[src/rtl/csfr_pkg.sv]
// ----------------------------------------------------------------------------
// csfr_pkg: shared definitions for the CRC-8 serial frame receiver
// Frame constants, status codes, the result record and the CRC-8 byte update.
// ----------------------------------------------------------------------------
package csfr_pkg;

  localparam logic [7:0] HDR_FIRST   = 8'h55;
  localparam logic [7:0] HDR_SECOND  = 8'hAA;
  localparam logic [7:0] CRC_POLY    = 8'h8C;
  localparam logic [7:0] MIN_PAYLOAD = 8'd7;
  localparam int         MAX_PAYLOAD_DEF = 16;

  // Number of payload bytes that reach the result.
  localparam int         KEEP_BYTES  = 7;

  typedef enum logic [1:0] {
    STATUS_OK      = 2'd0,
    STATUS_CRC_ERR = 2'd1,
    STATUS_LEN_ERR = 2'd2
  } csfr_status_t;

  typedef struct packed {
    csfr_status_t status;
    logic [7:0]   next_state_code;
    logic [7:0]   take_flag;
    logic [31:0]  yaw_bits;
    logic [7:0]   clean_flag;
  } csfr_result_t;

  // Reflected CRC-8 update of one byte, polynomial 0x8C, one bit per step.
  function automatic logic [7:0] crc8_update(input logic [7:0] crc, input logic [7:0] data);
    logic [7:0] v;
    v = crc ^ data;
    for (int i = 0; i < 8; i++) begin
      if (v[0]) begin
        v = (v >> 1) ^ CRC_POLY;
      end else begin
        v = v >> 1;
      end
    end
    return v;
  endfunction

endpackage

[src/rtl/csfr_out_buf.sv]
// ----------------------------------------------------------------------------
// csfr_out_buf: two-entry result buffer
// An output register backed by one skid entry, so the parser keeps taking
// bytes while a finished result waits for the consumer.
// ----------------------------------------------------------------------------
module csfr_out_buf
  import csfr_pkg::*;
(
  input  logic         clk,
  input  logic         rst_n,
  input  logic         push,
  input  csfr_result_t push_data,
  output logic         full,
  output logic         out_valid,
  input  logic         out_ready,
  output csfr_result_t out_data
);

  logic         out_valid_r;
  logic         skid_valid_r;
  csfr_result_t out_data_r;
  csfr_result_t skid_data_r;
  logic         pop;

  assign pop = out_valid_r && out_ready;

  always_ff @(posedge clk) begin
    if (!rst_n) begin
      out_valid_r  <= 1'b0;
      skid_valid_r <= 1'b0;
    end else if (!out_valid_r || pop) begin
      if (skid_valid_r) begin
        out_valid_r  <= 1'b1;
        skid_valid_r <= push;
      end else begin
        out_valid_r  <= push;
      end
    end else if (push) begin
      skid_valid_r <= 1'b1;
    end
  end

  always_ff @(posedge clk) begin
    if (!out_valid_r || pop) begin
      if (skid_valid_r) begin
        out_data_r  <= skid_data_r;
        skid_data_r <= push_data;
      end else begin
        out_data_r  <= push_data;
      end
    end else if (push) begin
      skid_data_r <= push_data;
    end
  end

  assign full      = skid_valid_r;
  assign out_valid = out_valid_r;
  assign out_data  = out_data_r;

endmodule

[src/rtl/crc8_serial_frame_receiver_top.sv]
// ----------------------------------------------------------------------------
// crc8_serial_frame_receiver_top: serial frame receiver with CRC-8 check
// Hunts for the 0x55 0xAA header, takes length, payload, CRC and two trailer
// bytes, and reports one result per frame or per detected error.
// ----------------------------------------------------------------------------
//
//  Channel | Ports                                 | Direction | Beat carries
//  --------+---------------------------------------+-----------+------------------
//  in      | in_valid, in_ready, in_rx_byte        | input     | one received byte
//  out     | out_valid, out_ready, out_status,     | output    | one frame result
//          | out_next_state_code, out_take_flag,   |           |
//          | out_yaw_bits, out_clean_flag          |           |
//
// Each input beat is handled in the cycle it is accepted: the byte-wide CRC
// update and the frame state update sit between the parser registers, so a
// new byte can be taken on every clock. A result is registered in the result
// buffer as the byte that completes it is accepted. The result side is a
// two-entry buffer; in_ready drops only when both entries hold results, so a
// stalled consumer holds up the input only after two results are pending.
// Reset is synchronous and active low; the receiver leaves reset hunting for
// a header with no result pending.
//
// Frame layout: 0x55 0xAA, length, payload, CRC, two unchecked trailer bytes.
// The CRC (reflected, polynomial 0x8C, initial value 0) covers the header,
// the length and the payload. A length below 7 or above MAX_PAYLOAD reports
// a length error on the length byte; a bad CRC reports a CRC error on the
// CRC byte. In both cases the receiver goes back to hunting. Error results
// carry zero in every payload field.

module crc8_serial_frame_receiver_top
  import csfr_pkg::*;
#(
  parameter int MAX_PAYLOAD = MAX_PAYLOAD_DEF
) (
  input  logic        clk,
  input  logic        rst_n,
  input  logic        in_valid,
  output logic        in_ready,
  input  logic [7:0]  in_rx_byte,
  output logic        out_valid,
  input  logic        out_ready,
  output logic [1:0]  out_status,
  output logic [7:0]  out_next_state_code,
  output logic [7:0]  out_take_flag,
  output logic [31:0] out_yaw_bits,
  output logic [7:0]  out_clean_flag
);

  localparam logic [7:0] MaxLen = 8'(MAX_PAYLOAD);
  // CRC after the two header bytes, a fixed value.
  localparam logic [7:0] CrcHdr = crc8_update(crc8_update(8'h00, HDR_FIRST), HDR_SECOND);

  // Parser states, one-hot.
  typedef enum logic [4:0] {
    S_HUNT  = 5'b00001,
    S_LEN   = 5'b00010,
    S_PAY   = 5'b00100,
    S_CRC   = 5'b01000,
    S_TRAIL = 5'b10000
  } csfr_state_t;

  csfr_state_t  state_r,    state_nxt;
  logic [7:0]   prev_r,     prev_nxt;
  logic [7:0]   len_r,      len_nxt;
  logic [7:0]   cnt_r,      cnt_nxt;
  logic [7:0]   crc_r,      crc_nxt;
  logic         trail_r,    trail_nxt;

  // Only the first seven payload bytes are ever reported, so only those
  // are kept. Each frame overwrites them before its result is formed.
  logic [7:0]   keep_r [KEEP_BYTES];

  logic         in_acc;
  logic [7:0]   crc_upd;
  logic [7:0]   cnt_inc;
  logic         store_we;
  logic         res_push;
  csfr_result_t res;
  csfr_result_t buf_data;
  logic         buf_full;

  assign in_ready = !buf_full;
  assign in_acc   = in_valid && in_ready;
  assign crc_upd  = crc8_update(crc_r, in_rx_byte);
  assign cnt_inc  = cnt_r + 8'd1;
  assign store_we = in_acc && (state_r == S_PAY) && (cnt_r < 8'(KEEP_BYTES));

  always_comb begin
    state_nxt = state_r;
    prev_nxt  = prev_r;
    len_nxt   = len_r;
    cnt_nxt   = cnt_r;
    crc_nxt   = crc_r;
    trail_nxt = trail_r;
    res_push  = 1'b0;
    res       = '0;

    if (in_acc) begin
      case (state_r)
        S_HUNT: begin
          if (in_rx_byte == HDR_SECOND) begin
            if (prev_r == HDR_FIRST) begin
              state_nxt = S_LEN;
              cnt_nxt   = 8'd0;
              trail_nxt = 1'b0;
              crc_nxt   = CrcHdr;
            end
          end else begin
            prev_nxt = in_rx_byte;
          end
        end
        S_LEN: begin
          len_nxt = in_rx_byte;
          crc_nxt = crc_upd;
          if (in_rx_byte < MIN_PAYLOAD || in_rx_byte > MaxLen) begin
            state_nxt  = S_HUNT;
            prev_nxt   = 8'd0;
            cnt_nxt    = 8'd0;
            trail_nxt  = 1'b0;
            res_push   = 1'b1;
            res.status = STATUS_LEN_ERR;
          end else begin
            cnt_nxt   = 8'd0;
            state_nxt = S_PAY;
          end
        end
        S_PAY: begin
          crc_nxt = crc_upd;
          cnt_nxt = cnt_inc;
          if (cnt_inc >= len_r) begin
            state_nxt = S_CRC;
          end
        end
        S_CRC: begin
          if (in_rx_byte != crc_r) begin
            state_nxt  = S_HUNT;
            prev_nxt   = 8'd0;
            cnt_nxt    = 8'd0;
            trail_nxt  = 1'b0;
            res_push   = 1'b1;
            res.status = STATUS_CRC_ERR;
          end else begin
            trail_nxt = 1'b0;
            state_nxt = S_TRAIL;
          end
        end
        S_TRAIL: begin
          if (!trail_r) begin
            trail_nxt = 1'b1;
          end else begin
            state_nxt           = S_HUNT;
            prev_nxt            = 8'd0;
            cnt_nxt             = 8'd0;
            trail_nxt           = 1'b0;
            res_push            = 1'b1;
            res.status          = STATUS_OK;
            res.next_state_code = keep_r[0];
            res.take_flag       = keep_r[1];
            res.yaw_bits        = {keep_r[5], keep_r[4], keep_r[3], keep_r[2]};
            res.clean_flag      = keep_r[6];
          end
        end
        default: begin
          state_nxt = S_HUNT;
        end
      endcase
    end
  end

  always_ff @(posedge clk) begin
    if (!rst_n) begin
      state_r <= S_HUNT;
      prev_r  <= 8'd0;
      len_r   <= 8'd0;
      cnt_r   <= 8'd0;
      crc_r   <= 8'd0;
      trail_r <= 1'b0;
    end else begin
      state_r <= state_nxt;
      prev_r  <= prev_nxt;
      len_r   <= len_nxt;
      cnt_r   <= cnt_nxt;
      crc_r   <= crc_nxt;
      trail_r <= trail_nxt;
    end
  end

  always_ff @(posedge clk) begin
    if (store_we) begin
      keep_r[cnt_r[2:0]] <= in_rx_byte;
    end
  end

  csfr_out_buf u_out_buf (
    .clk       (clk),
    .rst_n     (rst_n),
    .push      (res_push),
    .push_data (res),
    .full      (buf_full),
    .out_valid (out_valid),
    .out_ready (out_ready),
    .out_data  (buf_data)
  );

  assign out_status          = buf_data.status;
  assign out_next_state_code = buf_data.next_state_code;
  assign out_take_flag       = buf_data.take_flag;
  assign out_yaw_bits        = buf_data.yaw_bits;
  assign out_clean_flag      = buf_data.clean_flag;

endmodule

[config.mk]
export PLATFORM = sky130hd
export DESIGN_NAME = crc8_serial_frame_receiver_top
export DESIGN_NICKNAME = d
export VERILOG_FILES = /design/src/rtl/csfr_pkg.sv /design/src/rtl/csfr_out_buf.sv /design/src/rtl/crc8_serial_frame_receiver_top.sv
export SDC_FILE = /design/constraint.sdc
export NUM_CORES = 1
export LEC_CHECK = 0
export BUFFER_PORTS_ARGS = -buffer_cell sky130_fd_sc_hd__buf_2
export CORE_AREA = 2 2 123 125
export DETAILED_ROUTE_END_ITERATION = 8
export DIE_AREA = 0 0 125 127
export HOLD_SLACK_MARGIN = 0.1
export PLACE_DENSITY = 0.79
export REMOVE_ABC_BUFFERS = 1
export SLEW_MARGIN = 20
export SYNTH_ARGS = -nofsm -noshare
export SYNTH_HDL_FRONTEND = slang
export SYNTH_SLANG_ARGS = --single-unit
[constraint.sdc]
create_clock -name clk -period 19.01 [get_ports clk]
set_input_delay 3.802 -clock clk [delete_from_list [all_inputs] [get_ports clk]]
set_output_delay 3.802 -clock clk [all_outputs]
set_load 0.03 [all_outputs]
Word-level counts from Yosys, hierarchy flattened --
Memory sizes are Yosys's and may differ from the RTL's. Index checks and enable logic that the tools add are counted.
Word-level totals: flip-flop bits (word level) 156, RAM bits 56, memories kept 1
Memory list:
- keep_r | words 7, bits a word 8, read ports 7, clocked after Yosys merged registers in 0, write ports 1, line crc8_serial_frame_receiver_top.sv:71 | logic [7:0] keep_r [KEEP_BYTES];
Cells by class: $add $sub $neg 1, $lt $le $gt $ge 4, eq/ne operators 16, mux-type cells 52, bitwise gates (word level) 9, reductions and logical operators 20
Operators with widths (number):
- $mux 58 | 5
- $mux 8 | 16
- $mux 56 | 2
- $pmux 8 s5 | 1
- $pmux 8 s4 | 1
- $mux 5 | 5
- $pmux 5 s5 | 1
- $not 2->3 | 8
- $lt 8x3->1 const B | 2
- $pmux 8 s2 | 1
- $mux 1 | 15
- $ne 2x2->1 const B | 6
- $reduce_and 6->1 | 2
- $reduce_and 5->1 | 2
- $add 8x1->8 const B | 1
- $eq 8x7->1 const B | 1
- $eq 8x8->1 const B | 1
- $ge 8x8->1 | 1
- $gt 8x5->1 const B | 1
- $ne 8x8->1 | 1
- $xor 8x8->8 | 1
- $pmux 2 s3 | 1
- $eq 5x1->1 const B | 1
- $eq 5x2->1 const B | 1
- other kinds (17) | 25

Depth between registers and ports, before layout --
depth in word-level cells 18, gate-level depth with buffers 10, gate-level depth less buffers 10

Hierarchy --
A second synthesis with hierarchy kept.
Unflattened totals: cell total of the unflattened synthesis 604, area, all modules 9121.2 µm²
By module, submodules not included:
- csfr_out_buf | times used 1, cells an instance 190, area each 4565.6 µm², seq. area each 3523.4 µm²
- crc8_serial_frame_receiver_top | times used 1, cells an instance 414, area each 4555.6 µm², seq. area each 2442.3 µm²

Worst setup path before layout --
No wires, ideal clock.
path kind input -> register, from input out_ready, to register u_out_buf.skid_data_r[0] (netlist name) (enable), arrival 9258 ps, required time 18450 ps, setup slack 9192 ps, cell stages on the path 3, buffers on the path 0, cell sequence nor2b_1 -> inv_1 -> o31ai_1
Between the ends: word-level cells in the longest chain between the ends 4, elaborated cells on any way between the ends 5, classes of those cells 1 x eq/ne; 4 x reduce/logical
RTL lines:
- start: declaration | line crc8_serial_frame_receiver_top.sv:41 | input logic out_ready,
- $logic_and 1x1->1 (*) | line csfr_out_buf.sv:25 | assign pop = out_valid_r && out_ready;
- $logic_or 1x1->1 (*) | line csfr_out_buf.sv:44 | if (!out_valid_r || pop) begin
- $ne 2x1->1 (no source line) / $reduce_bool 2->1 (equally long branches)
- $reduce_and 2->1 (no source line) (*)
- end signal: assignment | line csfr_out_buf.sv:47 | skid_data_r <= push_data;
- end signal: assignment | line csfr_out_buf.sv:52 | skid_data_r <= push_data;
- end: declaration | line csfr_out_buf.sv:22 | csfr_result_t skid_data_r;
Every way passes the cells marked *; elsewhere a longest branch is shown, timed or not. A chain may end at the register's enable or synchronous reset.

Worst setup path in the final report --
from input in_rx_byte[2], to register u_out_buf.skid_data_r[47] (netlist name) (enable)
Between the ends: word-level cells in the longest chain between the ends 7, elaborated cells on any way between the ends 10, classes of those cells 2 x order compare; 1 x eq/ne; 4 x mux; 3 x reduce/logical
RTL lines:
- start: declaration | line crc8_serial_frame_receiver_top.sv:39 | input logic [7:0] in_rx_byte,
- $lt 8x3->1 / $gt 8x5->1 (equally long branches) | line crc8_serial_frame_receiver_top.sv:115 | if (in_rx_byte < MIN_PAYLOAD || in_rx_byte > MaxLen) begin
- $logic_or 1x1->1 | line crc8_serial_frame_receiver_top.sv:115
- $mux 1 | line crc8_serial_frame_receiver_top.sv:115
- $pmux 1 s3 (*) | line crc8_serial_frame_receiver_top.sv:99 | case (state_r)
- $mux 1 (*) | line crc8_serial_frame_receiver_top.sv:98 | if (in_acc) begin
- $reduce_bool 2->1 (no source line) (*)
- $reduce_and 2->1 (no source line) (*)
Marks and branches as above.

==> flow_summary.json <==
{
  "synth_area_leader_cell": "edfxtp_1",
  "grt_pass1_vias": 4983,
  "critical_path.cell_chain": "buf_2, xnor2_1, nand4b_1, o21ba_2, a211oi_1, o31ai_4, buf_4",
  "syn-mean-instance-area_um2": 14.2,
  "core-area_um2": 14400,
  "final_total_negative_setup_slack_ns": 0,
  "dr.pass1.iters": 4,
  "ant_nets": 0,
  "fp-row-count": 44,
  "powerDensity_nw_per_um2": 110,
  "numCtsBuffers": 21,
  "stdcell_count": 868,
  "worst_ir_drop_vdd_uv": 85.3,
  "path_buf_inv": 2,
  "worstSetupStartpointType": "input port",
  "max-slew-margin-rel": 0.265,
  "synth.yosys.seq_area_share": 0.696,
  "postSynthCellCount": 602,
  "die_area_um2": 15900,
  "design.portCount": 72,
  "holdCritPathClass": "flop to flop",
  "starting_utilization_of_the_core_area": 0.594,
  "async_set_or_reset_register_ratio_after_synthesis": 0,
  "cts_buffer_depth": 3,
  "total_routing_resource_utilization_after_global_routing": 0.208,
  "synth_area_um2": 8570,
  "layout-drive-gt1-share": 0.178,
  "chip_height_um": 127,
  "synth_ff_type": "edfxtp_1",
  "detailedRoute.firstIterationViolations": 384,
  "totalWireLength_um": 16600,
  "wl_per_cell_um": 19.1,
  "detailroute.via_count": 5036,
  "yosys_warnings": 0,
  "netlist.area_leader.share": 0.603,
  "insertedDiodeCount": 0,
  "max_cap_viol_count": 0,
  "timing.clock.skew_ns": 0.00936,
  "fmaxAchievable_mhz": 175,
  "vias_per_cell": 5.80,
  "cp.required_ns": 19.15,
  "sum_of_overflow_across_all_layers_after_global_routing": 0,
  "leakagePower_nw": 4.39,
  "final.period_utilization": 0.301,
  "ys_ff_latch": 212,
  "antenna_found_initial": 0,
  "timing.critical_path.fanout_max": 58,
  "post-route-min-period_ns": 5.72,
  "timing.critical_path.to_type": "flop",
  "placedCellCount": 831,
  "synth.area.top_cells": "edfxtp_1 60%, dfxtp_1 9.3%, a21o_1 5.2%",
  "nets": 691,
  "cts-root-buf": "clkbuf_16",
  "slowest_stage": "a211oi_1",
  "grt_start_max_net_pins": 62,
  "synth-edff-count": 172,
  "slew_viol_final": 0,
  "grt_setup_unrepaired": "false",
  "cts_htree_levels": 1,
  "place.gp.congestion": 0.839,
  "cts.sinks": 212,
  "global_route_wire_length_before_repair_um": 26500,
  "cts_hold_buffers": 0,
  "synth_cell_type_count": 60,
  "clock_insertion_delay_worst_skew_ns": 0.49,
  "cp_data_arrival_time_ns": 5.86,
  "area_growth_pct": 13.9,
  "count_of_input_and_output_buffers": 71,
  "cts_resized": 0,
  "path_delay_family": "compound AO/OA/AOI/OAI gates",
  "drcViolationCount": 0,
  "critical-path-max-stage-delay_ns": 0.55,
  "total_power_draw_mw": 1.07,
  "timing_worst_slew_pin_value_ns": 1.10,
  "hpwlAfterDp_um": 10600,
  "timing_hold_violations_final": 0,
  "postCtsSetupBuffers": 0,
  "cts_tree": "built",
  "setup_violations": 0,
  "cts.clk_slew.worst_paths_ns": 0.05,
  "final_core_utilization": 0.677,
  "floorplan.die.width_um": 125,
  "run_status": "finished clean",
  "setup.worst_path.class": "input port to flop"
}
## sequential cells by signal, indices dropped and copies added (netlist names)
name / cells
u_out_buf.out_data: 58
prev_r: 8
u_out_buf.full: 1
keep_r: 56
crc_r: 8
u_out_buf.skid_data_r: 58
u_out_buf.out_valid: 1
len_r: 8
cnt_r: 8
state_r: 5
trail_r: 1
## final timing paths
check,startpoint,to,slack (ns),cells past startpoint
worst min register to register,prev_r[0],prev_r[0],0.46,2
worst min-delay path,prev_r[0],prev_r[0],0.46,2
worst max-delay path,in_rx_byte[2],u_out_buf.skid_data_r[47],13.29,7
worst max register to register,state_r[1],keep_r[0][0],15.87,5
## metrics by stage
| stage | hold WS (ns) | cell area, um^2 | setup slack (ns) |
|---|---|---|---|
| final | 0.464 | 9760 | 13.29 |
| after global routing | 0.482 | 9760 | 13.17 |
| after CTS | 0.461 | 9750 | 13.33 |
| after detailed placement | 0.451 | 9090 | 12.84 |
| after global placement | 0.440 | 9070 | 12.91 |
| after floorplan | 0.433 | 8450 | 9.19 |
## worst register-to-register path, delay by kind of cell, from the launching register on
kind | cells | cell delay (ns)
DFF | 1 | 0.42
and+or+nand+nor | 5 | 2.33
## placed cells by master (no fill, tap or decap), drive strengths merged, types with 7 or more instances in the layout
cell type  synthesis  layout
xnor2             21      21
a21oi             10      10
dfxtp             40      40
nor2              15      15
nor3               8       8
clkbuf            21      30
a211oi            10      10
o21ai             11      11
nand3             14      14
buf                9      75
xor2               7       7
nand2             37      37
a21o              59      59
and2              59      59
ha                 9       9
edfxtp           172     172
mux2i             23      23
inv               13      13
## report_power, final
part           internal, mW  switching (mW)
logic                0.0578          0.0895
registers             0.512          0.0144
clock network         0.235           0.162
total                 0.805           0.266
## Yosys cell counts, types with 3 or more instances
master and number:
nand4_1 5, nor3_1 8, nor2b_1 5, nand2b_1 3, nand3_1 13, a211oi_1 9, or3_1 3, clkbuf_1 21
nor3b_1 4, o21ai_0 11, nor4_1 4, a21oi_1 10, nand2_1 37, inv_1 12, mux2i_1 23, ha_1 9
nor2_1 15, and2_1 59, edfxtp_1 172, a21o_1 59, o22ai_1 3, dfxtp_1 40, buf_2 8, xor2_1 7
xnor2_1 21
## per-layer routing
metal	wire (um)	share of wire	global-route usage	vias to the layer above
li1	-	-	-	2368
met1	7140	0.43	0.279	2518
met2	8390	0.51	0.358	126
met3	765	0.046	0.0364	24
met4	282	0.017	0.0556	0
met5	0	0	0	-
## final cells by class
class	count	area (um^2)
clock buffers	30	569
clock inverters	7	85.1
fillers	1000	4660
inverters	13	48.8
multi-input cells	347	2470
flip-flops and latches	212	5970
well taps	184	230
repair buffers	75	398
## cell families after synthesis
kind of cell    Yosys count  share of synthesized area
buf+inv                  43                     0.0200
simple gates            172                      0.113
xor+xnor                 28                     0.0286
flops                   212                      0.696
compound gates          115                      0.102
fa+ha+maj                 9                     0.0131
mux                      23                     0.0269
Power figures use the tool's default switching activity.
